[src/sv/tcw_pkg.sv]
package tcw_pkg;

   localparam int KIND_W      = 2;
   localparam int CHAR_W      = 8;
   localparam int COL_W       = 7;
   localparam int ROW_W       = 5;
   localparam int POS_W       = 11;
   localparam int CELL_W      = 16;
   localparam int COLOR_W     = 4;
   localparam int CSR_INDEX_W = 1;

   localparam int DEF_COLUMNS = 80;
   localparam int DEF_ROWS    = 25;
   localparam int TAB_STEP    = 8;

   localparam logic [KIND_W-1:0] KIND_PUT   = 2'd0;
   localparam logic [KIND_W-1:0] KIND_SET   = 2'd1;
   localparam logic [KIND_W-1:0] KIND_CLEAR = 2'd2;
   localparam logic [KIND_W-1:0] KIND_READ  = 2'd3;

   localparam logic [CHAR_W-1:0] CH_BACKSPACE = 8'd8;
   localparam logic [CHAR_W-1:0] CH_TAB       = 8'd9;
   localparam logic [CHAR_W-1:0] CH_NEWLINE   = 8'd10;
   localparam logic [CHAR_W-1:0] CH_RETURN    = 8'd13;
   localparam logic [CHAR_W-1:0] CH_SPACE     = 8'd32;

   localparam logic [CSR_INDEX_W-1:0] CSR_FG = 1'b0;
   localparam logic [CSR_INDEX_W-1:0] CSR_BG = 1'b1;

   localparam logic [COLOR_W-1:0] FG_RESET = 4'd7;
   localparam logic [COLOR_W-1:0] BG_RESET = 4'd0;

   localparam logic [CELL_W-1:0] RESET_CELL = 16'h0720;

   typedef struct packed {
      logic [KIND_W-1:0] kind;
      logic [CHAR_W-1:0] char_code;
      logic [COL_W-1:0]  col;
      logic [ROW_W-1:0]  row;
   } req_type;

   typedef struct packed {
      logic [POS_W-1:0]  cursor_pos;
      logic [CELL_W-1:0] cell_value;
   } rsp_type;

endpackage

[src/sv/tcw_engine.sv]
module tcw_engine #(
   parameter int COLUMNS = tcw_pkg::DEF_COLUMNS,
   parameter int ROWS    = tcw_pkg::DEF_ROWS,
   parameter int AW      = $clog2(COLUMNS * ROWS)
) (
   input  logic                         clock,
   input  logic                         reset,
   input  logic [2*tcw_pkg::COLOR_W-1:0] colour,
   input  logic                         req_valid,
   output logic                         req_ready,
   input  tcw_pkg::req_type             req_data,
   output logic                         rsp_valid,
   input  logic                         rsp_ready,
   output tcw_pkg::rsp_type             rsp_data,
   output logic                         mem_wr_en,
   output logic [AW-1:0]                mem_wr_addr,
   output logic [tcw_pkg::CELL_W-1:0]   mem_wr_data,
   output logic [AW-1:0]                mem_rd_addr,
   input  logic [tcw_pkg::CELL_W-1:0]   mem_rd_data
);

   localparam int CELLS = COLUMNS * ROWS;
   localparam int CW    = $clog2(COLUMNS);
   localparam int RW    = $clog2(ROWS);
   localparam int CXW   = CW + 1;
   localparam int RXW   = RW + 1;

   localparam logic [AW-1:0] LAST_CELL   = AW'(CELLS - 1);
   localparam logic [AW-1:0] BOTTOM_ROW  = AW'(CELLS - COLUMNS);

   localparam logic [2:0] ST_FILL   = 3'd0;
   localparam logic [2:0] ST_IDLE   = 3'd1;
   localparam logic [2:0] ST_SCROLL = 3'd2;
   localparam logic [2:0] ST_FINISH = 3'd3;
   localparam logic [2:0] ST_RWAIT  = 3'd4;

   logic [2:0]    state_ff, state_in;
   logic [AW-1:0] sweep_ff, sweep_in;
   logic          init_ff, init_in;
   logic [CW-1:0] col_ff, col_in;
   logic [RW-1:0] row_ff, row_in;
   logic          rsp_valid_ff, rsp_valid_in;
   tcw_pkg::rsp_type rsp_data_ff, rsp_data_in;

   logic                        accept;
   logic [tcw_pkg::CELL_W-1:0]  blank;
   logic [CW-1:0]               col_cl;
   logic [RW-1:0]               row_cl;
   logic [CXW-1:0]              put_col;
   logic [RXW-1:0]              put_row;
   logic                        put_wr;
   logic                        put_scroll;
   logic [AW-1:0]               put_addr;
   logic [tcw_pkg::CELL_W-1:0]  put_data;
   logic [tcw_pkg::POS_W-1:0]   pos;

   function automatic logic [AW-1:0] cell_addr(input logic [RW-1:0] r, input logic [CW-1:0] c);
      return AW'(32'(r) * COLUMNS + 32'(c));
   endfunction

   assign accept    = req_valid && req_ready;
   assign req_ready = (state_ff == ST_IDLE) && (!rsp_valid_ff || rsp_ready);
   assign blank     = {colour, tcw_pkg::CH_SPACE};
   assign rsp_valid = rsp_valid_ff;
   assign rsp_data  = rsp_data_ff;
   assign pos       = tcw_pkg::POS_W'(32'(row_ff) * COLUMNS + 32'(col_ff));

   assign col_cl = (32'(req_data.col) > 32'(COLUMNS - 1)) ? CW'(COLUMNS - 1) : CW'(req_data.col);
   assign row_cl = (32'(req_data.row) > 32'(ROWS - 1)) ? RW'(ROWS - 1) : RW'(req_data.row);

   // Cursor step of a put word, with at most one cell write.
   always_comb begin
      put_col    = {1'b0, col_ff};
      put_row    = {1'b0, row_ff};
      put_wr     = 1'b0;
      put_scroll = 1'b0;
      put_addr   = cell_addr(row_ff, col_ff);
      put_data   = {colour, req_data.char_code};
      if (req_data.char_code == tcw_pkg::CH_BACKSPACE) begin
         if (col_ff != '0) begin
            put_col = put_col - 1'b1;
            put_wr  = 1'b1;
         end else if (row_ff != '0) begin
            put_row = put_row - 1'b1;
            put_col = CXW'(COLUMNS - 1);
            put_wr  = 1'b1;
         end
         put_addr = cell_addr(put_row[RW-1:0], put_col[CW-1:0]);
         put_data = blank;
      end else begin
         if (req_data.char_code == tcw_pkg::CH_NEWLINE) begin
            put_col = '0;
            put_row = put_row + 1'b1;
         end else if (req_data.char_code == tcw_pkg::CH_RETURN) begin
            put_col = '0;
         end else if (req_data.char_code == tcw_pkg::CH_TAB) begin
            put_col = (put_col + CXW'(tcw_pkg::TAB_STEP)) & ~CXW'(tcw_pkg::TAB_STEP - 1);
         end else begin
            put_wr  = 1'b1;
            put_col = put_col + 1'b1;
         end
         if (32'(put_col) >= 32'(COLUMNS)) begin
            put_col = '0;
            put_row = put_row + 1'b1;
         end
         if (32'(put_row) >= 32'(ROWS)) begin
            put_row    = RXW'(ROWS - 1);
            put_scroll = 1'b1;
         end
      end
   end

   always_comb begin
      state_in     = state_ff;
      sweep_in     = sweep_ff;
      init_in      = init_ff;
      col_in       = col_ff;
      row_in       = row_ff;
      rsp_valid_in = rsp_valid_ff && !rsp_ready;
      rsp_data_in  = rsp_data_ff;
      mem_wr_en    = 1'b0;
      mem_wr_addr  = sweep_ff;
      mem_wr_data  = blank;
      mem_rd_addr  = cell_addr(row_cl, col_cl);
      unique case (state_ff)
         ST_FILL: begin
            mem_wr_en = 1'b1;
            if (init_ff) begin
               mem_wr_data = tcw_pkg::RESET_CELL;
            end
            if (sweep_ff == LAST_CELL) begin
               sweep_in = '0;
               init_in  = 1'b0;
               state_in = init_ff ? ST_IDLE : ST_FINISH;
            end else begin
               sweep_in = sweep_ff + 1'b1;
            end
         end
         ST_IDLE: begin
            if (accept) begin
               unique case (req_data.kind)
                  tcw_pkg::KIND_PUT: begin
                     col_in      = put_col[CW-1:0];
                     row_in      = put_row[RW-1:0];
                     mem_wr_en   = put_wr;
                     mem_wr_addr = put_addr;
                     mem_wr_data = put_data;
                     sweep_in    = '0;
                     state_in    = put_scroll ? ST_SCROLL : ST_FINISH;
                  end
                  tcw_pkg::KIND_SET: begin
                     col_in   = col_cl;
                     row_in   = row_cl;
                     state_in = ST_FINISH;
                  end
                  tcw_pkg::KIND_CLEAR: begin
                     col_in   = '0;
                     row_in   = '0;
                     sweep_in = '0;
                     state_in = ST_FILL;
                  end
                  tcw_pkg::KIND_READ: begin
                     state_in = ST_RWAIT;
                  end
               endcase
            end
         end
         ST_SCROLL: begin
            // Reads run one row ahead; each read lands one row up in the next cycle.
            mem_rd_addr = sweep_ff + AW'(COLUMNS);
            if (sweep_ff != '0) begin
               mem_wr_en   = 1'b1;
               mem_wr_addr = sweep_ff - 1'b1;
               mem_wr_data = mem_rd_data;
            end
            if (sweep_ff == BOTTOM_ROW) begin
               state_in = ST_FILL;
            end else begin
               sweep_in = sweep_ff + 1'b1;
            end
         end
         ST_FINISH: begin
            rsp_valid_in = 1'b1;
            rsp_data_in  = '{cursor_pos: pos, cell_value: '0};
            state_in     = ST_IDLE;
         end
         ST_RWAIT: begin
            rsp_valid_in = 1'b1;
            rsp_data_in  = '{cursor_pos: pos, cell_value: mem_rd_data};
            state_in     = ST_IDLE;
         end
         default: begin
            state_in = ST_IDLE;
         end
      endcase
   end

   always_ff @(posedge clock) begin
      if (reset) begin
         state_ff     <= ST_FILL;
         sweep_ff     <= '0;
         init_ff      <= 1'b1;
         col_ff       <= '0;
         row_ff       <= '0;
         rsp_valid_ff <= 1'b0;
      end else begin
         state_ff     <= state_in;
         sweep_ff     <= sweep_in;
         init_ff      <= init_in;
         col_ff       <= col_in;
         row_ff       <= row_in;
         rsp_valid_ff <= rsp_valid_in;
      end
      rsp_data_ff <= rsp_data_in;
   end

endmodule

[config.mk]
export PLATFORM = sky130hd
export DESIGN_NAME = tcw_engine
export DESIGN_NICKNAME = d
export VERILOG_FILES = /design/src/sv/tcw_pkg.sv /design/src/sv/tcw_engine.sv
export SDC_FILE = /design/constraint.sdc
export NUM_CORES = 1
export LEC_CHECK = 0
export BUFFER_PORTS_ARGS = -buffer_cell sky130_fd_sc_hd__clkbuf_2
export CAP_MARGIN = 25
export CORE_MARGIN = 2
export CORE_UTILIZATION = 50
export CTS_CLUSTER_SIZE = 20
export DETAILED_ROUTE_END_ITERATION = 8
export PLACE_DENSITY = 0.8
export SYNTH_ARGS = -nofsm -noshare
export SYNTH_HDL_FRONTEND = slang
export SYNTH_SLANG_ARGS = --single-unit
[constraint.sdc]
create_clock -name clock -period 3.6 [get_ports clock]
set_clock_uncertainty 0.1 [all_clocks]
set_input_delay 0.18 -clock clock [delete_from_list [all_inputs] [get_ports clock]]
set_output_delay 0.18 -clock clock [all_outputs]
set_load 0.05 [all_outputs]
==> summary.md <==
| Metric | Value |
|---|---|
| Status | complete, but fails checks |
| Failing checks | negative setup slack |
| Final Hold Fails | 0 |
| Hold WS | 0.0433 ns |
| Via count | just under 6,000 |
| Seq pwr share | 0.491 |
| Remaining global-route overflow | 0 |
| Count of pins over their slew limit | 0 |
| EDFF count, synth | 27 |
| CTS tree | built |
| Seq/Total Area, Yosys | 0.245 |
| TritonCTS buffer count | 5 |
| Residual DRC | 0 |
| R2R Path End | row_ff[1] |
| Post-synth net total | just under 800 |
| Die area | 12,000 um^2 |
| Cell row count | 38 |
| Gate Count Post-Synth | 691 |
| Clock Sinks | 55 |
| DR iter-0 viols | 560 |
| Syn_area_per_cell | about 8.1 um^2 |
| Layout area overhead | 22.5% |
| Fmax | approximately 260 MHz |
| CP startpoint kind | flip-flop |
| Placed Area | between 6000 and 7000 um^2 |
| Clk pwr share | 0.273 |
| Antenna Cells | 0 |
| Top_reg_cell synth | dfxtp_1 |
| RD Place Congestion | 0.983 |
| Req. time, crit path | 3.32 ns |
| Hold-fix buffers, CTS | 0 |
| Crit share post-route | 1.09 |
| Largest net degree at the start of global routing | 28 |
| Initial Util | 0.513 |
| Layout cells sized above 1 | 0.286 |
| Fin nets | about 920 |
| CTS HTree Levels | 2 |
| Count of different cell masters after synthesis | 84 |
| DR pass1 iterations | 5 |
| Worst skew pair latency | roughly 0.32 ns |
| CP arrival | 3.64 ns |
| Slew margin rel. | 0.366 |
| CTS clk-pin slew, worst paths | approximately 0.11 ns |
| Worst R2R Path Depth | 14 |
| First-pass GRT wire length | ~27 mm |
| Setup_tns | -0.725 ns |
| DIE WIDTH | approximately 110 um |
| Post-Place Cells | 952 |
| Sw frac | 0.335 |
| Worst Hold End | rsp_data[9] |
| Deepest clock path buffer count | 2 |
| Ranking of synthesized cells by area | edfxtp_1 15%, ha_1 10%, dfxtp_1 10%, xnor2_1 4.9%, nor2_1 4.3% |
| Routed WL | roughly 17 mm |
| Final Non-Filler Cells | approximately 960 |
| Min-delay src | mem_rd_data[9] |
| Worst reg2reg startpoint | row_ff[0] |
| GRT Util Overall | 0.290 |
| Core Region | 10,900 um^2 |
| Die Height | between 100 and 150 um |
| Worst Hold Class | primary input to flip-flop |
| Area leader, netlist | edfxtp_1 |
| Crit-path max FO | 3 |
| DR WL/cell | approximately 18 um |
| Post-DRT Antenna Nets | 0 |
| RSZ-0062 raised after global routing | yes |
| Logic pwr share | 0.236 |
| DPL Wire Length | around 14 mm |
| MaxCap Viol Count | 0 |
| Clock Tree Root | clkbuf_8 |
| Switching power | about 0.45 mW |
| Int Power | between 0.8 and 0.9 mW |
| VDD IR max | ~190 uV |
| Synth Warn # | 0 |
| Number of global-route vias before repair | between 5,000 and 6,000 |
| Fin crit period | about 4 ns |
| IO Count | about 120 |
| Hold Path Depth | 2 |
| Top cell type's share of synthesized area | 0.145 |
| Worst slew pin tran | 0.950 ns |
| Pwr Density | about 200 nW/um^2 |
| Initial antenna violation count | 0 |
| Fillcell total | ~980 |
| Post-synthesis register bit count | between 50 and 60 |
| R2R setup slack | roughly 0.41 ns |
| Worst setup path class | flip-flop to output port |
| Critical Path Sink Type | output port |
| Vias per inst | 6.05 |
| Final setup viols | 3 |
| Ys async rst share | 0 |
| Post-route cell area | between 6000 and 7000 um^2 |
| IO buf count | between 100 and 150 |
| Mapped Area | about 5600 um^2 |
| P_leak | approximately 3 nW |
| Setup ws final | -0.316 ns |
==> kinds of logic (layout without fill, tap and decap cells) <==
family,after synthesis,after routing,share of synthesized area
XOR/XNOR,48,48,0.0752
multiplexers,8,8,0.0175
buffers and inverters,73,204,0.0517
adder cells (fa/ha/maj),50,50,0.119
flip-flops,55,55,0.245
AO/OA/AOI/OAI,193,193,0.244
AND/OR/NAND/NOR,264,264,0.247
==> per-stage QoR <==
stage | utilization | power, mW | setup WS [ns]
2_1_floorplan | - | 0.884 | -0.0421
3_3_place_gp | 0.605 | 0.980 | -0.102
3_5_place_dp | 0.605 | 0.989 | -0.220
4_1_cts | 0.619 | 1.35 | -0.329
5_1_grt | 0.629 | 1.40 | -0.399
6_report | 0.629 | 1.35 | -0.316
==> layout make-up <==
| type | instances | area (um^2) | area share |
|---|---|---|---|
| clock buffers | 5 | 68.8 | 0.0100 |
| well taps | 140 | 175 | 0.0256 |
| clock inverters | 3 | 22.5 | 0.00329 |
| repair buffers | 170 | 1030 | 0.150 |
| multi-input cells | 563 | 4080 | 0.596 |
| inverters | 26 | 98.8 | 0.0144 |
| flip-flops and latches | 55 | 1370 | 0.201 |
==> worst max path at each step <==
stage	start	endpoint	slack, ns	cells past startpoint
final	col_ff[5]	mem_wr_addr[9]	-0.32	11
after global routing	col_ff[5]	mem_wr_addr[9]	-0.40	11
after CTS	col_ff[2]	mem_wr_addr[9]	-0.33	11
after detailed placement	col_ff[2]	mem_wr_addr[9]	-0.22	11
after global placement	col_ff[2]	mem_wr_addr[9]	-0.10	11
after floorplan	col_ff[3]	mem_wr_addr[9]	-0.04	12
==> metal layers <==
| layer | up-vias | track usage | part of all wire |
|---|---|---|---|
| met5 | - | 0 | 0 |
| met4 | 0 | 0.0723 | 0.018 |
| met1 | 2743 | 0.395 | 0.43 |
| met2 | 245 | 0.479 | 0.48 |
| met3 | 27 | 0.0468 | 0.072 |
| li1 | 2809 | - | - |
==> repair_timing <==
item	CTS	global route
cloned	0	0
buffers inserted	2	0
pin swaps	6	9
gates resized for setup	13	31
setup endpoints to repair	5	6
==> cells in the mapped netlist (4+ instances only) <==
master    number
a211oi_1      14
nand2b_1       7
a22o_1        12
o31ai_1        4
nor3_1        22
inv_1         25
a311oi_1       5
nor2b_1        5
xor2_1        17
nand4_1        5
nor2_1        64
and2_1        24
ha_1          45
a21o_1        10
nor4_1         6
a221oi_1       4
nand3_1       22
nor4b_1        5
edfxtp_1      27
nand2_1       61
or3_1          6
xnor2_1       31
o221ai_1       5
dfxtp_1       28
and4_1         4
and3_1         8
nor3b_1        5
clkbuf_1      39
a31oi_1        5
buf_2          4
o21ai_0       41
fa_1           5
a21oi_1       44
==> flip-flops by register name, summed over array words and instances, names as in the netlist <==
name	count
col_ff	7
init_ff	1
sweep_ff	11
state_ff	3
rsp_valid	1
row_ff	5
rsp_data	27
==> layout by cell type, fill, tap and decap left out, drive strengths merged, types with 5 or more instances in the layout <==
master,netlist,routed
a211oi,15,15
a21o,10,10
a21oi,47,47
a22o,12,12
a311oi,6,6
a31oi,5,5
and2,24,24
and3,8,8
buf,6,58
clkbuf,41,117
dfxtp,28,28
edfxtp,27,27
fa,5,5
ha,45,45
inv,25,27
nand2,61,61
nand2b,7,7
nand3,22,22
nand4,5,5
nor2,64,64
nor2b,5,5
nor3,22,22
nor3b,5,5
nor4,9,9
nor4b,5,5
o21ai,45,45
o221ai,5,5
or3,6,6
xnor2,31,31
xor2,17,17
==> power by group through the flow <==
stage	clock, mW	combinational [mW]	sequential [mW]
global placement	0	0.304	0.675
global route	0.394	0.339	0.662
detailed placement	0	0.313	0.676
finish	0.367	0.318	0.661
CTS	0.372	0.315	0.661
floorplan	0	0.215	0.670
==> critical path: stages (launching register included) <==
cell and delay (ns):
dfxtp_2 0.34, or4_4 0.57, or3_4 0.45, xnor2_2 0.17, ha_2 0.20, ha_2 0.19
fa_1 0.52, nand2_2 0.08, or3_4 0.38, a21oi_4 0.17, o31ai_4 0.08, buf_8 0.17
Note: power is estimated with default switching activity, not from simulation.
